**src/design/assert_macros.svh**
```systemverilog
// Assertion helpers shared by the RTL. Synthesis builds see empty bodies.
`ifndef ASSERT_MACROS_SVH
`define ASSERT_MACROS_SVH
`ifndef SYNTHESIS
// Same-cycle implication, checked outside reset.
`define ASSERT_IMPLIES(label, clk, rst, a, b) \
  label: assert property (@(posedge clk) disable iff (rst) (a) |-> (b)) \
    else $error("assertion failed");
// Next-cycle implication, checked outside reset.
`define ASSERT_NEXT(label, clk, rst, a, b) \
  label: assert property (@(posedge clk) disable iff (rst) (a) |=> (b)) \
    else $error("assertion failed");
`else
`define ASSERT_IMPLIES(label, clk, rst, a, b)
`define ASSERT_NEXT(label, clk, rst, a, b)
`endif
`endif

```
**src/design/ile_pkg.sv**
```systemverilog
package ile_pkg;

  // Fixed field widths of the stream payloads.
  localparam int FUNC_W   = 3;
  localparam int POS_W    = 8;
  localparam int DATA_W   = 32;
  localparam int STATUS_W = 2;
  localparam int COUNT_W  = 7;
  localparam int S_DATA_W = 48;
  localparam int M_DATA_W = 112;

  // Operation codes carried in the request.
  typedef enum logic [FUNC_W-1:0] {
    FN_PUSH_BACK  = 3'd0,
    FN_PUSH_FRONT = 3'd1,
    FN_POP_FRONT  = 3'd2,
    FN_POP_BACK   = 3'd3,
    FN_INSERT     = 3'd4,
    FN_REMOVE     = 3'd5,
    FN_READ_AT    = 3'd6,
    FN_CLEAR      = 3'd7
  } func_code_t;

  // Result status codes.
  typedef enum logic [STATUS_W-1:0] {
    ST_OK   = 2'd0,
    ST_ERR  = 2'd1,
    ST_FULL = 2'd2
  } status_t;

  // Command broadcast to every cell of the chain.
  typedef enum logic [1:0] {
    CELL_HOLD  = 2'd0,
    CELL_OPEN  = 2'd1,
    CELL_CLOSE = 2'd2
  } cell_op_t;

  // Control sequence of one request.
  typedef enum logic {
    S_IDLE   = 1'b0,
    S_FINISH = 1'b1
  } state_t;

endpackage

```
**src/design/ile_cell.sv**
```systemverilog
// One slot of the list. On an open command the cells at and above the
// position shift up by one and the cell at the position takes the new value;
// on a close command the cells at and above the position take their upper
// neighbor. Each cell also drives its value onto the select tap when its
// index matches the select position, and zero otherwise.
module ile_cell import ile_pkg::*; #(
  parameter int IDX = 0,
  parameter int PW  = 8
) (
  input  logic                     clk,
  input  cell_op_t                 op,
  input  logic [PW-1:0]            at,
  input  logic [PW-1:0]            sel,
  input  logic signed [DATA_W-1:0] write_value,
  input  logic signed [DATA_W-1:0] left,
  input  logic signed [DATA_W-1:0] right,
  output logic signed [DATA_W-1:0] value,
  output logic signed [DATA_W-1:0] tap
);

  localparam logic [PW-1:0] MY_IDX = PW'(IDX);

  // Slot update from the broadcast command and the neighbors.
  always_ff @(posedge clk) begin
    unique case (op)
      CELL_OPEN: begin
        if (MY_IDX > at) begin
          value <= left;
        end else if (MY_IDX == at) begin
          value <= write_value;
        end
      end
      CELL_CLOSE: begin
        if (MY_IDX >= at) begin
          value <= right;
        end
      end
      default: begin
      end
    endcase
  end

  // Contribution to the shared select tap.
  assign tap = (MY_IDX == sel) ? value : '0;

endmodule

```
**config.mk**
```make
export PLATFORM = sky130hd
export DESIGN_NAME = ile_cell
export DESIGN_NICKNAME = d
export VERILOG_FILES = /design/src/design/assert_macros.svh /design/src/design/ile_pkg.sv /design/src/design/ile_cell.sv
export SDC_FILE = /design/constraint.sdc
export NUM_CORES = 1
export LEC_CHECK = 0
export BUFFER_PORTS_ARGS = -buffer_cell sky130_fd_sc_hd__buf_2
export CAP_MARGIN = 30
export CORE_UTILIZATION = 25
export CTS_BUF_LIST = sky130_fd_sc_hd__clkbuf_16
export CTS_CLUSTER_DIAMETER = 30
export DETAILED_ROUTE_END_ITERATION = 8
export PLACE_DENSITY = 0.68
export SLEW_MARGIN = 25
export SYNTH_ARGS = -nofsm -noshare
export SYNTH_HDL_FRONTEND = slang
export SYNTH_SLANG_ARGS = --single-unit
```
**constraint.sdc**
```tcl
create_clock -name clk -period 1.75 [get_ports clk]
set_input_delay 0.35 -clock clk [delete_from_list [all_inputs] [get_ports clk]]
set_output_delay 0.35 -clock clk [all_outputs]
set_load 0.005 [all_outputs]
```
Yosys cells after proc, flatten, opt, wreduce, memory -nomap -nowiden
Index checks and enable logic that the tools add are counted.
- register bits: 32
- logic and storage cells: 16
- order comparisons: 2
- equal/unequal tests: 4
- multiplexer cells: 5
- reductions and logical operators: 4
- operator list (kind ; count):
    $mux 32 ; 4
    $pmux 32 s2 ; 1
    $logic_not 8->1 ; 2
    $ge 1x8->1 const A ; 1
    $gt 1x8->1 const A ; 1
    $ne 3x3->1 const B ; 1
    $reduce_and 3->1 ; 1
    $eq 2x1->1 const B ; 1
    $eq 2x2->1 const B ; 1
    $ne 2x2->1 const B ; 1
    $reduce_bool 2->1 ; 1

Depth between registers and ports, before layout
- word-level depth: 4
- gate-level depth with buffers: 4
- depth with buffers taken out: 2

Worst setup path after synthesis
Ideal clock, no wire load.
- path type: input to register
- start point: input at[6]
- end point: register value[0] (enable)
- library setup time: 0.392 ns
- arrival time: 1.446 ns
- path slack: -0.089 ns
- stages: 2
- path buffers: 0
- cell sequence: nor4_1 -> and3_1
- word-level cells in the longest chain between the ends: 3
- elaborated cells on any way between the ends: 6
- ends and longest elaborated chain (what ; RTL line ; source):
    start: declaration ; ile_cell.sv:12 ; input logic [PW-1:0] at,
    $gt 1x8->1, or another cell as far along ; ile_cell.sv:27 ; if (MY_IDX > at) begin
    $ne 3x3->1 (no line) or $ne 2x2->1 (tied branches) ; n/a ;
    $reduce_and 3->1 (no line) (*) ; n/a ;
    end signal: assignment ; ile_cell.sv:28 ; value <= left;
    end signal: assignment ; ile_cell.sv:30 ; value <= write_value;
    end signal: assignment ; ile_cell.sv:35 ; value <= right;
    end: declaration ; ile_cell.sv:17 ; output logic signed [DATA_W-1:0] value,
Mark *: on every way between the ends. The rest lies on a longest branch, timed or not.
A chain may end at the register's enable or synchronous reset.

Worst setup path after layout
- start point: input sel[5]
- end point: output tap[11]
- word-level cells in the longest chain between the ends: 2
- ends and longest elaborated chain (what ; RTL line ; source):
    start: declaration ; ile_cell.sv:13 ; input logic [PW-1:0] sel,
    $logic_not 8->1 ; ile_cell.sv:44 ; assign tap = (MY_IDX == sel) ? value : '0;
    $mux 32 ; ile_cell.sv:44 ;
    end: declaration ; ile_cell.sv:18 ; output logic signed [DATA_W-1:0] tap
No other way between the ends.

==> reports/metrics.yaml <==
worst_setup_path:
  critPathCaptureType: "output port"
  worstSetupEndpoint: "tap[11]"
  path_class: "input pin to output port"
  cp_slowest_cell: "or4_4"
  start_kind: "input pin"
  cp-startpoint: "sel[5]"
  critPathRequiredTime_ns: 1.40
  crit_path_max_fanout: 20
  crit_arrival_ns: 1.51
  critical_path.max_stage_delay_ns: 0.57
  crit_chain: "buf_6 -> or4_4 -> buf_12 -> nor3_2 -> buf_2"
status:
  status: "finished with violations"
  violations: "setup timing"
pwr:
  power.density_nw_per_um2: 633
  p_leak_nw: 1.40
  p_switching_uw: 379
  p_comb_frac: 0.116
  power_frac_clock: 0.431
  ir_worst_vdd_mv: 0.427
  p_sw_frac: 0.201
  internal_power_mw: 1.51
  finalPower_mw: 1.89
  seqPwrFrac: 0.452
global_routing:
  grt_max_degree: 33
  grt_pass1_wl_mm: 7.37
  overflow: 0
  antenna_found_initial: 0
  grt_util_all_layers: 0.125
  grt_pass1_vias: 1578
route:
  drcViolationCount: 0
  wl_mm: 4.92
  wl_per_cell_um: 12.5
  drt_first_pass_iters: 3
  ant_nets: 0
  vias_per_cell: 4.12
  drtIter0Drc: 26
  vias: 1626
place:
  place.gp.congestion: 0.722
  io_buffers: 146
  dp_hpwl_mm: 3.63
  dpl.cell_count: 386
synth:
  synthDistinctLibCells: 17
  yosys-top-cells-count: "edfxtp_1 (32), inv_1 (32), mux2_2 (30), nor3_2 (30)"
  synth_warnings: 0
  synth.net_count: 262
  yosysTopAreaCell: "edfxtp_1"
  synth_top_area_share: 0.500
  synth-edff-count: 32
  synthFlopType: "edfxtp_1"
  syn_inst: 147
  syn_area_um2: 1920
  synth_seq_cells: 32
  yosysSeqAreaShare: 0.500
  post_synth.cell_area_avg_um2: 13.1
  synthTopCellsByArea: "edfxtp_1 (50%), mux2_2 (18%), nor3_2 (16%)"
  synth-async-reset-ratio: 0
timing:
  report.final.slew_viol_count: 0
  rsz0062_at_grt: "true"
  post-route-period-util: 1.07
  fin_ws_ns: -0.115
  fmax_mhz: 536
  min_period_ns: 1.86
  setup_viol: 32
  worst_pin_slew_ns: 0.235
  timing.slew.headroom: 0.842
  hold_viol: 0
hold_path:
  hold_path.class: "input pin to register"
  worstHoldStart: "write_value[0]"
floorplanning:
  chipWidth_um: 89.7
  core_um2: 7330
  die_area_um2: 8040
  start_util: 0.262
  die_h_um: 89.7
  num_io_pins: 179
  num_rows: 31
clock_network:
  cts-buffers-inserted: 5
  cts_buffer_depth: 2
  cts_tree: "done"
  clkTransAtPathRegs_ns: 0.05
  clock_sinks: 32
  cts-root-buf: "clkbuf_16"
  h-tree-depth: 2
final_layout:
  largest_register_ffs: 32
  regMostFlops: "value"
  drive_above_1_share: 0.760
  instances_no_fill: 395
  areaGrowthSynthToFinish_pct: 55.2
  largest_registers: "value: 32 flops"
  antennaDiodeCount: 0
  finalNetCount: 410
run:
  max_cap_viol_count: 0
==> through the flow <==
| step | cell area [µm²] | utilization | setup TNS, ns | setup WS, ns | hold slack, ns |
|---|---|---|---|---|---|
| global placement | 2780 | 0.379 | -6.56 | -0.243 | 0.644 |
| global route | 2980 | 0.407 | -3.46 | -0.150 | 0.356 |
| finish | 2980 | 0.407 | -2.29 | -0.115 | 0.359 |
| floorplan | 1920 | - | 0 | 0.0910 | 0.551 |
| CTS | 2970 | 0.405 | -2.46 | -0.120 | 0.353 |
| detailed placement | 2780 | 0.379 | -6.90 | -0.243 | 0.639 |
==> cell type report <==
class | instances | area (µm²)
clock buffer | 5 | 125
clock inverter | 3 | 15.0
fill | 708 | 4350
inverter | 32 | 120
multi-input combinational | 71 | 758
sequential | 32 | 961
tap | 99 | 124
timing repair buffer | 153 | 878
==> timing repair <==
item | 4_1_cts | 5_1_grt
cloned | 1 | 0
setup endpoints to repair | 32 | 32
hold buffers | 0 | 0
setup buffers | 0 | 0
gates resized for setup | 6 | 2
==> power by group through the flow <==
| stage | sequential (mW) | combinational, mW | clock (mW) |
|---|---|---|---|
| after global routing | 0.852 | 0.242 | 0.887 |
| after global placement | 0.868 | 0.206 | 0 |
| final | 0.853 | 0.220 | 0.814 |
| after detailed placement | 0.868 | 0.213 | 0 |
| after floorplan | 0.868 | 0.105 | 0 |
| after CTS | 0.852 | 0.223 | 0.851 |
==> how the worst min path moves through the flow <==
stage / endpoint / slack [ns] / depth (start not counted)
after floorplan: value[0] / 0.55 / 1
after global placement: value[28] / 0.64 / 2
after detailed placement: value[0] / 0.64 / 2
after CTS: value[0] / 0.35 / 2
after global routing: value[0] / 0.36 / 2
final: value[0] / 0.36 / 2
==> cells by family (layout without fill, tap and decap cells) <==
kind of cell  after synthesis  after routing  share of synthesized area
simple gates               38             38                      0.184
flops                      32             32                      0.500
mux                        32             32                      0.188
buf+inv                    44            193                      0.123
xor+xnor                    1              1                    0.00456
==> layout by cell type (no fill, tap or decap), drive strengths merged <==
cell        n
nor2b       1
clkinvlp    1
xor2        1
clkbuf      5
nor4        2
edfxtp     32
mux2       32
or4         2
nor3       32
inv        33
clkinv      1
and3        1
buf       153
==> routing by layer <==
layer  GRT usage  vias to the layer above  wire [µm]
li1            -                      806          -
met3      0.0302                        5        265
met5           0                        -          0
met1       0.134                      752       1850
met4      0.0563                        0         71
met2       0.232                       63       2730
==> worst max-delay path: cells and delay by family <==
| family | cells | cell delay [ns] |
|---|---|---|
| simple gates | 2 | 0.74 |
| buf+inv | 3 | 0.42 |
No activity file was read; power rests on OpenSTA's default activity.
